### config.mk
export PLATFORM = sky130hd
export DESIGN_NAME = lppm_ctrl
export DESIGN_NICKNAME = d
export VERILOG_FILES = /design/src/sv/lppm_pkg.sv /design/src/sv/lppm_ctrl.sv
export SDC_FILE = /design/constraint.sdc
export NUM_CORES = 1
export LEC_CHECK = 0
export BUFFER_PORTS_ARGS = -buffer_cell sky130_fd_sc_hd__buf_2
export CORE_UTILIZATION = 47
export DETAILED_ROUTE_END_ITERATION = 12
export PLACE_DENSITY_LB_ADDON = 0.2
export SYNTH_ARGS = -nofsm -noshare
export SYNTH_HDL_FRONTEND = slang
export SYNTH_SLANG_ARGS = --single-unit
export TNS_END_PERCENT = 30
### constraint.sdc
create_clock -name clk -period 4.3 [get_ports clk]
set_input_delay 0.86 -clock clk [delete_from_list [all_inputs] [get_ports clk]]
set_output_delay 0.86 -clock clk [all_outputs]
set_load 0.02 [all_outputs]
### src/sv/lppm_pkg.sv
package lppm_pkg;

  localparam logic [2:0] MODE_GET    = 3'd0;
  localparam logic [2:0] MODE_INSERT = 3'd1;
  localparam logic [2:0] MODE_SET    = 3'd2;
  localparam logic [2:0] MODE_REMOVE = 3'd3;
  localparam logic [2:0] MODE_ANY    = 3'd4;

  localparam logic [1:0] ST_DONE     = 2'd0;
  localparam logic [1:0] ST_MISS     = 2'd1;
  localparam logic [1:0] ST_REFUSED  = 2'd2;
  localparam logic [1:0] ST_EMPTY    = 2'd3;

  typedef struct packed {
    logic load;
    logic rd_start;
    logic rd_next;
    logic rd_shift;
    logic shift_start;
    logic wr_ins;
    logic wr_val;
    logic wr_move;
    logic wr_clear;
    logic cnt_inc;
    logic cnt_dec;
    logic clr_step;
    logic res_load;
    logic [1:0] res_status;
    logic res_use_val;
  } lppm_cmd_t;

  typedef struct packed {
    logic key_zero;
    logic slot_empty;
    logic slot_match;
    logic walk_done;
    logic cnt_zero;
    logic cnt_full;
    logic shift_skip;
    logic clr_done;
    logic [2:0] mode;
  } lppm_sts_t;

endpackage

### src/sv/lppm_ctrl.sv
module lppm_ctrl
  import lppm_pkg::*;
(
  input  logic      clk,
  input  logic      rst_n,
  input  logic      in_valid,
  output logic      in_ready,
  output logic      out_valid,
  input  logic      out_ready,
  input  lppm_sts_t sts,
  output lppm_cmd_t cmd
);
  localparam logic [2:0] S_CLEAR = 3'd0;
  localparam logic [2:0] S_IDLE  = 3'd1;
  localparam logic [2:0] S_READ  = 3'd2;
  localparam logic [2:0] S_PROBE = 3'd3;
  localparam logic [2:0] S_SHIFT = 3'd4;
  localparam logic [2:0] S_SHRD  = 3'd5;

  logic [2:0] state_r, state_nxt;
  logic       ov_r, ov_nxt;

  assign in_ready  = (state_r == S_IDLE) && !ov_r;
  assign out_valid = ov_r;

  always_comb begin
    cmd = '0;
    state_nxt = state_r;
    ov_nxt = ov_r && !out_ready;
    unique case (state_r)
      S_CLEAR: begin
        cmd.clr_step = 1'b1;
        if (sts.clr_done) state_nxt = S_IDLE;
      end
      S_IDLE: begin
        if (in_valid && in_ready) begin
          cmd.load = 1'b1;
          cmd.rd_start = 1'b1;
          state_nxt = S_READ;
        end
      end
      S_READ: state_nxt = S_PROBE;
      S_PROBE: begin
        cmd.res_load = 1'b1;
        state_nxt = S_IDLE;
        ov_nxt = 1'b1;
        unique case (sts.mode)
          MODE_GET, MODE_REMOVE: begin
            if (sts.cnt_zero) cmd.res_status = ST_EMPTY;
            else if (sts.key_zero || sts.slot_empty) cmd.res_status = ST_MISS;
            else if (sts.slot_match) begin
              cmd.res_status = ST_DONE;
              if (sts.mode == MODE_GET) cmd.res_use_val = 1'b1;
              else begin
                cmd.res_load = 1'b0;
                ov_nxt = ov_r && !out_ready;
                cmd.rd_shift = 1'b1;
                cmd.shift_start = 1'b1;
                state_nxt = S_SHRD;
              end
            end else if (sts.walk_done) cmd.res_status = ST_MISS;
            else begin
              cmd.res_load = 1'b0;
              ov_nxt = ov_r && !out_ready;
              cmd.rd_next = 1'b1;
              state_nxt = S_READ;
            end
          end
          MODE_INSERT, MODE_SET: begin
            if (sts.key_zero) cmd.res_status = ST_REFUSED;
            else if (sts.slot_match) begin
              cmd.res_status = ST_DONE;
              cmd.res_use_val = 1'b1;
              if (sts.mode == MODE_SET) cmd.wr_val = 1'b1;
            end else if (sts.slot_empty || sts.walk_done) begin
              if (sts.cnt_full || !sts.slot_empty) cmd.res_status = ST_REFUSED;
              else begin
                cmd.res_status = ST_MISS;
                cmd.wr_ins = 1'b1;
                cmd.cnt_inc = 1'b1;
              end
            end else begin
              cmd.res_load = 1'b0;
              ov_nxt = ov_r && !out_ready;
              cmd.rd_next = 1'b1;
              state_nxt = S_READ;
            end
          end
          MODE_ANY: begin
            if (sts.cnt_zero) cmd.res_status = ST_EMPTY;
            else if (!sts.slot_empty) begin
              cmd.res_status = ST_DONE;
              cmd.res_use_val = 1'b1;
            end else if (sts.walk_done) cmd.res_status = ST_MISS;
            else begin
              cmd.res_load = 1'b0;
              ov_nxt = ov_r && !out_ready;
              cmd.rd_next = 1'b1;
              state_nxt = S_READ;
            end
          end
          default: cmd.res_status = ST_DONE;
        endcase
      end
      S_SHRD: state_nxt = S_SHIFT;
      S_SHIFT: begin
        if (sts.slot_empty || sts.walk_done) begin
          cmd.wr_clear = 1'b1;
          cmd.cnt_dec = 1'b1;
          cmd.res_load = 1'b1;
          cmd.res_status = ST_DONE;
          ov_nxt = 1'b1;
          state_nxt = S_IDLE;
        end else begin
          if (!sts.shift_skip) cmd.wr_move = 1'b1;
          cmd.rd_shift = 1'b1;
          state_nxt = S_SHRD;
        end
      end
      default: state_nxt = S_IDLE;
    endcase
  end

  always_ff @(posedge clk) begin
    if (!rst_n) begin
      state_r <= S_CLEAR;
      ov_r <= 1'b0;
    end else begin
      state_r <= state_nxt;
      ov_r <= ov_nxt;
    end
  end
endmodule

Word-level counts from Yosys, hierarchy flattened
Cells that the tools add are included.

word-level totals
  bits of input ports = 15
  memory bits (writable) = 0
  memories = 0
  output and inout bits = 18
  ROM bits = 0
  register bits = 4
  latch bits = 0

cells by class
  multipliers = 0
  bitwise gates (word level) = 0
  equal/unequal tests = 11
  magnitude comparators = 0
  reductions and logical operators = 14
  mux-type cells = 92
  shift operators = 0
  add/sub/neg operators = 0
  div/mod/pow operators = 0

operators with widths
  cell                                                                     number
  1-bit 2-to-1 mux                                                         48
  3-bit 2-to-1 mux                                                         14
  2-bit 2-to-1 mux                                                         20
  3-bit case mux with 6 select lines                                       1
  3-bit by 2-bit equality test with 1-bit output, second input constant    4
  1-bit case mux with 3 select lines                                       4
  3-bit equality test, second input constant                               3
  3-bit case mux with 3 select lines                                       1
  3-bit by 1-bit equality test with 1-bit output, second input constant    2
  3-bit zero test                                                          2
  2-bit case mux with 3 select lines                                       1
  3-bit case mux with 2 select lines                                       1
  1-bit case mux with 2 select lines                                       2
  2-bit OR reduction                                                       2
  1-bit logical AND                                                        3
  1-bit zero test                                                          3
  1-bit logical OR                                                         3
  2-bit by 1-bit inequality test with 1-bit output, second input constant  1
  2-bit inequality test, second input constant                             1
  2-bit AND reduction                                                      1

Depth between registers and ports, before layout
Gate-level depths: netlist (run 1).

  word-level depth = 8
  depth in mapped cells = 6
  mapped depth without buffers = 4

Least setup slack after synthesis (run 1)
Ideal clock, no wire load.

  path type = input-to-output
  start = input port sts[0] in the netlist's numbering
  end = output port cmd[2] in the netlist's numbering
  data required time = 3440 ps
  path buffers = 2
  path slack = 858 ps
  arrival time = 2582 ps
  stages = 4
  cells stage by stage = buf_2 -> or2_2 -> buf_2 -> a2111oi_0

RTL lines
  item                RTL line         RTL
  start: declaration  lppm_ctrl.sv:10  input lppm_sts_t sts,
  end: declaration    lppm_ctrl.sv:11  output lppm_cmd_t cmd

==> impl_metrics.json, run 1 <==
{
  "synth-edff-count": 0,
  "cap_violations": 0,
  "status": "complete, no violations",
  "grt_max_degree": 16,
  "synth-seq-cells": 4,
  "hp-class": "register to register",
  "synth.largest_area_cell": "dfxtp_1",
  "yosysTopAreaCellShare_pct": 12.7,
  "clock-sinks": 4,
  "cts_tree": "built",
  "gr-total-overflow": 0,
  "drt-pass1-iter-count": 4,
  "r2r-end": "out_valid$_SDFF_PN0_",
  "stdcell_area_um2": 753,
  "tns_ps": 0,
  "worst_pin_slew_ps": 589,
  "critPathLaunchType": "primary input",
  "row_count": 12,
  "placed_cell_area_um2": 731,
  "synthArstFlopShare_pct": 0,
  "critPathArrivalTime_ps": 2380,
  "dp.cells": 127,
  "yosys_warnings": 0,
  "synth_cell_types": 38,
  "cp-endpoint": "cmd[13]",
  "min_period_over_period_pct": 75.3,
  "coreArea_um2": 1170,
  "synth.most_common_cell": "nor2_1",
  "setup_viol": 0,
  "dpl.hpwl_um": 1230,
  "required_ps": 3440,
  "crit_start": "sts[9]",
  "drc": 0,
  "slew_headroom_pct": 59.7,
  "vias": 766,
  "diodes": 0,
  "die_height_um": 38.7,
  "cts_buffers": 3,
  "ys_top_cells_by_area": "dfxtp_1 13%, buf_4 7.1%, a21oi_1 6.3%, nor2_1 5.9%, o21ai_0 5.5%",
  "clock_latency_ps": 230,
  "synth_area_um2": 632,
  "nets": 133,
  "fin_skew_ps": 2.34,
  "ir_worst_vdd_mv": 0.197,
  "rsz0062_at_grt": "false",
  "fin_cells": 130,
  "via_per_inst": 5.89,
  "drv_slew": 0,
  "initialDrtViolationCount": 29,
  "max_freq_ghz": 0.309,
  "syn-instance-count": 93,
  "wl_per_cell_um": 12.8,
  "p_leak_nw": 0.374,
  "post-cts-setup-buffers": 0,
  "r2r_slack_ps": 2850,
  "end_kind": "output pin",
  "synth_common_cells": "10 x nor2_1, 8 x a21oi_1, 7 x nand2_1, 7 x o21ai_0, 6 x buf_4",
  "routed_wl_um": 1670,
  "place_congestion": 0.890,
  "die-area_um2": 1490,
  "io_pins": 33,
  "antenna_found_initial": 0,
  "cts_hold_buffers": 0,
  "clock-root-buffer": "clkbuf_4",
  "ys_seq_area_share_pct": 12.7,
  "critPathKind": "primary input to output pin",
  "area_growth_pct": 19.2,
  "grt_usage_pct": 23.7,
  "layout-drive-gt1-share_pct": 35.3,
  "clk_pin_slew_worst_paths_ps": 40,
  "hold_violations": 0,
  "dieWidth_um": 38.7,
  "cts_resized": 0,
  "reg2reg_from": "state_r[2]$_SDFFE_PN0P_",
  "portBuffers": 32,
  "grt_pass1_wl_um": 2480,
  "grt_pass1_vias": 600,
  "synth_top_flop_cell": "dfxtp_1",
  "postSynthAreaPerCell_um2": 6.79,
  "start_util_pct": 54.0,
  "p_per_area_nw_per_um2": 190,
  "cts.htree.levels": 1,
  "finalHoldWorstSlack_ps": 598,
  "synth_nets": 108,
  "min_period_ps": 3240,
  "r2r.worst_path.cells": 4,
  "final_antenna_net_count": 0,
  "clockBufferDepth": 2,
  "crit_fanout": 11
}
[layer usage]
| layer | vias up | wire, um | global-route usage, % |
|---|---|---|---|
| met2 | 30 | 763 | 40.0 |
| li1 | 393 | - | - |
| met4 | 0 | 0 | 0.862 |
| met1 | 343 | 811 | 30.0 |
| met5 | - | 0 | 0 |
| met3 | 0 | 93 | 8.67 |
[registers in the layout, summed over array words and instances (netlist names)]
name       cells
state_r        3
out_valid      1
[kinds of logic after synthesis]
| logic type | synth area share (%) |
|---|---|
| AOI/OAI and AO/OA | 32.3 |
| xor gates and xnor gates | 1.39 |
| buffers and inverters | 13.7 |
| DFF | 12.7 |
| muxes | 1.78 |
| and+or+nand+nor | 38.2 |
[placed cells by master, fill, tap and decap left out, types with 3 or more instances in the layout]
master,count
o21ai_0,7
nor2b_1,4
nor2_1,10
nor4b_1,3
a21oi_1,8
a31oi_1,3
buf_2,32
nand2_1,7
dfxtp_1,4
clkbuf_4,3
[worst min path at each step]
stage	startpoint	endpoint	slack (ps)	cells past startpoint
after floorplan	state_r[1]$_SDFFE_PN0P_	state_r[1]$_SDFFE_PN0P_	540	2
after global placement	state_r[1]$_SDFFE_PN0P_	state_r[1]$_SDFFE_PN0P_	610	1
after detailed placement	state_r[1]$_SDFFE_PN0P_	state_r[1]$_SDFFE_PN0P_	580	1
after CTS	state_r[1]$_SDFFE_PN0P_	state_r[1]$_SDFFE_PN0P_	590	1
after global routing	state_r[1]$_SDFFE_PN0P_	state_r[1]$_SDFFE_PN0P_	650	1
final	state_r[1]$_SDFFE_PN0P_	state_r[1]$_SDFFE_PN0P_	600	1
[metrics by stage]
| step | setup slack (ps) | util [%] | total power [W] |
|---|---|---|---|
| floorplan | 858 | - | 0.0000829 |
| global placement | 1100 | 62.4 | 0.0000953 |
| detailed placement | 1080 | 62.4 | 0.0000963 |
| CTS | 1070 | 64.3 | 0.000145 |
| global route | 1020 | 64.3 | 0.000155 |
| finish | 1060 | 64.3 | 0.000143 |
[cell type report]
class | count | area [um^2]
multi-input combinational | 75 | 465
inverter | 2 | 7.51
timing repair buffer | 32 | 160
tap | 14 | 17.5
sequential | 4 | 80.1
fill | 130 | 418
clock buffer | 3 | 22.5
[power by group]
| group | internal [W] | switching, W |
|---|---|---|
| Sequential | 0.0000393 | 0.00000435 |
| Clock | 0.0000312 | 0.0000152 |
| Combinational | 0.0000208 | 0.0000324 |
[critical path: stages]
cell and delay, ps:
buf_2 160, or4_4 560, a211o_1 280, o311a_2 140, a211oi_2 190, buf_2 190
Power figures use the tool's default switching activity.
==> inputs of run 2 (changes only) <==
Settings changed: CORE_UTILIZATION 47 to 44.
Clock period 4.3 ns to 3.1 ns, I/O delays scaled along.
==> impl_metrics.json, run 2 (synthesis results as in run 1) <==
{
  "status": "complete, no violations",
  "crit_fanout": 11,
  "drt-pass1-iter-count": 4,
  "grt_max_degree": 16,
  "max_freq_ghz": 0.360,
  "rsz0062_at_grt": "false",
  "ir_worst_vdd_mv": 0.157,
  "end_kind": "output pin",
  "clock_latency_ps": 240,
  "fill_cells": 138,
  "final_cell_mix": "32 x buf_2, 10 x nor2_1, 8 x a21oi_1",
  "p_leak_nw": 0.374,
  "hold_path_depth": 1,
  "crit_start": "sts[9]",
  "gr-total-overflow": 0,
  "worst_pin_slew_ps": 530,
  "io_pins": 33,
  "reg2reg_from": "state_r[2]$_SDFFE_PN0P_",
  "largest_reg_flops": 3,
  "final_common_cell": "buf_2",
  "dieWidth_um": 39.9,
  "clock-root-buffer": "clkbuf_4",
  "critPathArrivalTime_ps": 2160,
  "antenna_found_initial": 0,
  "wl_per_cell_um": 12.6,
  "critPathKind": "primary input to output pin",
  "via_per_inst": 5.95,
  "stdcell_area_um2": 754,
  "cts.htree.levels": 1,
  "hold_path.startpoint": "state_r[1]$_SDFFE_PN0P_",
  "top_register": "state_r",
  "area_growth_pct": 19.4,
  "multi_input_area_um2": 465,
  "vias": 779,
  "place_congestion": 0.879,
  "p_per_area_nw_per_um2": 268,
  "diodes": 0,
  "die-area_um2": 1590,
  "dpl.hpwl_um": 1210,
  "slew_headroom_pct": 63.8,
  "post-cts-setup-buffers": 0,
  "grt_usage_pct": 24.7,
  "final_antenna_net_count": 0,
  "clockBufferDepth": 2,
  "drc": 0,
  "tns_ps": 0,
  "grt_pass1_wl_um": 2680,
  "fin_util_pct": 57.3,
  "fin_cells": 131,
  "drv_slew": 0,
  "cts_resized": 0,
  "portBuffers": 32,
  "clock-sinks": 4,
  "nets": 133,
  "placed_cell_area_um2": 732,
  "min_period_ps": 2780,
  "hp-class": "register to register",
  "initialDrtViolationCount": 22,
  "finalHoldWorstSlack_ps": 615,
  "layout-drive-gt1-share_pct": 35.3,
  "fin_skew_ps": 4.72,
  "min_period_over_period_pct": 89.6,
  "hold_violations": 0,
  "routed_wl_um": 1650,
  "r2r.worst_path.cells": 4,
  "cts_hold_buffers": 0,
  "clk_pin_slew_worst_paths_ps": 40,
  "cap_violations": 0,
  "grt_pass1_vias": 618,
  "dp.cells": 128,
  "start_util_pct": 48.0,
  "cts_buffers": 3,
  "required_ps": 2480,
  "row_count": 13,
  "critPathLaunchType": "primary input",
  "coreArea_um2": 1320,
  "setup_viol": 0,
  "regArea_um2": 80.1,
  "die_height_um": 39.9,
  "cts_tree": "built"
}
## run 2: cell counts in the layout (fill, tap and decap cells not counted)
No cell type changed its count.
## run 2: power breakdown
group	total, W	switching, W	internal, W	leakage [nW]
clock network	0.0000686	0.0000250	0.0000436	0.0138
registers	0.0000605	0.00000606	0.0000544	0.0327
logic	0.0000735	0.0000447	0.0000288	0.328
## run 2: path summary, 6_finish.rpt
kind | slack (ps) | endpoint
worst max register to register | 1640 | out_valid$_SDFF_PN0_
worst min-delay path | 610 | state_r[1]$_SDFFE_PN0P_
worst min register to register | 610 | state_r[1]$_SDFFE_PN0P_
worst max-delay path | 320 | cmd[13]
## run 2: final cells by class
cell class / count / area share (%)
sequential: 4 / 10.6
timing repair buffer: 32 / 21.2
clock buffer: 3 / 2.99
multi-input combinational: 75 / 61.7
inverter: 2 / 0.995
tap: 15 / 2.49
## run 2: through the flow
stage / worst slack, ps / total power [W]
global placement: 362 / 0.000133
finish: 321 / 0.000203
CTS: 326 / 0.000203
floorplan: 138 / 0.000115
detailed placement: 327 / 0.000133
global route: 274 / 0.000219
## run 2: metal layers
layer | wire length (um) | track usage [%]
met3 | 111 | 5.68
met1 | 802 | 35.2
met2 | 727 | 35.9
met5 | 0 | 0
met4 | 12 | 6.90
## run 2: critical path, cell delays in order
cell,delay (ps)
buf_2,160
or4_4,560
a211o_1,280
o311a_2,150
a211oi_2,190
buf_2,190
==> inputs of run 3 (changes only) <==
Settings changed: PLACE_DENSITY_LB_ADDON 0.2 to 0.05, TNS_END_PERCENT 30 to 20.
==> impl_metrics.json, run 3 (synthesis results as in run 1) <==
{
  "grt_pass1_wl_um": 2350,
  "worst_pin_slew_ps": 674,
  "setup_viol": 0,
  "dieWidth_um": 39.9,
  "drc": 0,
  "wl_per_cell_um": 12.1,
  "status": "complete, no violations",
  "min_period_over_period_pct": 90.0,
  "p_per_area_nw_per_um2": 263,
  "critPathArrivalTime_ps": 2170,
  "layout-drive-gt1-share_pct": 35.3,
  "ir_worst_vdd_mv": 0.271,
  "cts_hold_buffers": 0,
  "drv_slew": 0,
  "drt-pass1-iter-count": 4,
  "clk_pin_slew_worst_paths_ps": 40,
  "cap_violations": 0,
  "io_pins": 33,
  "rsz0062_at_grt": "false",
  "max_freq_ghz": 0.359,
  "die-area_um2": 1590,
  "hold_violations": 0,
  "row_count": 13,
  "portBuffers": 32,
  "cts_resized": 0,
  "fin_cells": 131,
  "clock-root-buffer": "clkbuf_4",
  "coreArea_um2": 1320,
  "start_util_pct": 48.0,
  "slew_headroom_pct": 53.9,
  "post-cts-setup-buffers": 0,
  "routed_wl_um": 1590,
  "via_per_inst": 5.82,
  "grt_max_degree": 16,
  "cts.htree.levels": 1,
  "dp.cells": 128,
  "hp-class": "register to register",
  "critPathLaunchType": "primary input",
  "clock_latency_ps": 240,
  "grt_usage_pct": 21.6,
  "min_period_ps": 2790,
  "largest_reg_flops": 3,
  "tns_ps": 0,
  "required_ps": 2480,
  "final_cell_mix": "32 x buf_2, 10 x nor2_1, 8 x a21oi_1",
  "grt_pass1_vias": 544,
  "die_height_um": 39.9,
  "cts_tree": "built",
  "final_antenna_net_count": 0,
  "p_total_w": 0.000198,
  "dpl.hpwl_um": 1220,
  "vias": 763,
  "final_common_cell": "buf_2",
  "end_kind": "output pin",
  "p_leak_nw": 0.374,
  "antenna_found_initial": 0,
  "clockBufferDepth": 2,
  "crit_fanout": 11,
  "diodes": 0,
  "cts_buffers": 3,
  "place_congestion": 0.860,
  "nets": 133,
  "fin_util_pct": 57.3,
  "initialDrtViolationCount": 33,
  "gr-total-overflow": 0,
  "top_register": "state_r",
  "fin_skew_ps": 2.65,
  "clock-sinks": 4,
  "area_growth_pct": 19.4,
  "critPathKind": "primary input to output pin"
}
[run 3: critical path, stage by stage]
cell and delay [ps]:
buf_2 160, or4_4 570, a211o_1 280, o311a_2 150, a211oi_2 200, buf_2 190
[run 3: power breakdown]
group | switching (W) | internal, W | total [W]
sequential | 0.00000586 | 0.0000545 | 0.0000604
clock | 0.0000214 | 0.0000433 | 0.0000647
combinational | 0.0000443 | 0.0000288 | 0.0000731
total | 0.0000716 | 0.000127 | 0.000198
[run 3: area by class of cell]
class | instances | area (um^2)
Sequential cell | 4 | 80.1
Clock buffer | 3 | 22.5
Fill cell | 152 | 563
Timing Repair Buffer | 32 | 160
Multi-Input combinational cell | 75 | 465
Inverter | 2 | 7.51
Tap cell | 15 | 18.8
[run 3: path summary, 6_finish.rpt]
kind	from	endpoint	slack, ps	cells after the start
setup / recovery	sts[9]	cmd[13]	310	6
hold / removal	state_r[1]$_SDFFE_PN0P_	state_r[1]$_SDFFE_PN0P_	600	1
setup reg to reg	state_r[2]$_SDFFE_PN0P_	out_valid$_SDFF_PN0_	1600	4
hold reg to reg	state_r[1]$_SDFFE_PN0P_	state_r[1]$_SDFFE_PN0P_	600	1
[run 3: through the flow]
stage | hold slack [ps] | cell area (um^2) | setup WS (ps)
after floorplan | 544 | 632 | 138
after global placement | 593 | 732 | 372
after detailed placement | 586 | 732 | 332
after CTS | 596 | 754 | 326
after global routing | 637 | 754 | 292
final | 603 | 754 | 311
[run 3: layer usage]
| metal | part of all wire [%] | vias up | wire (um) | global-route usage (%) |
|---|---|---|---|---|
| met5 | 0 | - | 0 | 0 |
| met2 | 40 | 39 | 637 | 30.2 |
| met3 | 9.0 | 0 | 143 | 6.82 |
| li1 | - | 390 | - | - |
| met1 | 51 | 334 | 810 | 33.0 |
| met4 | 0 | 0 | 0 | 0 |
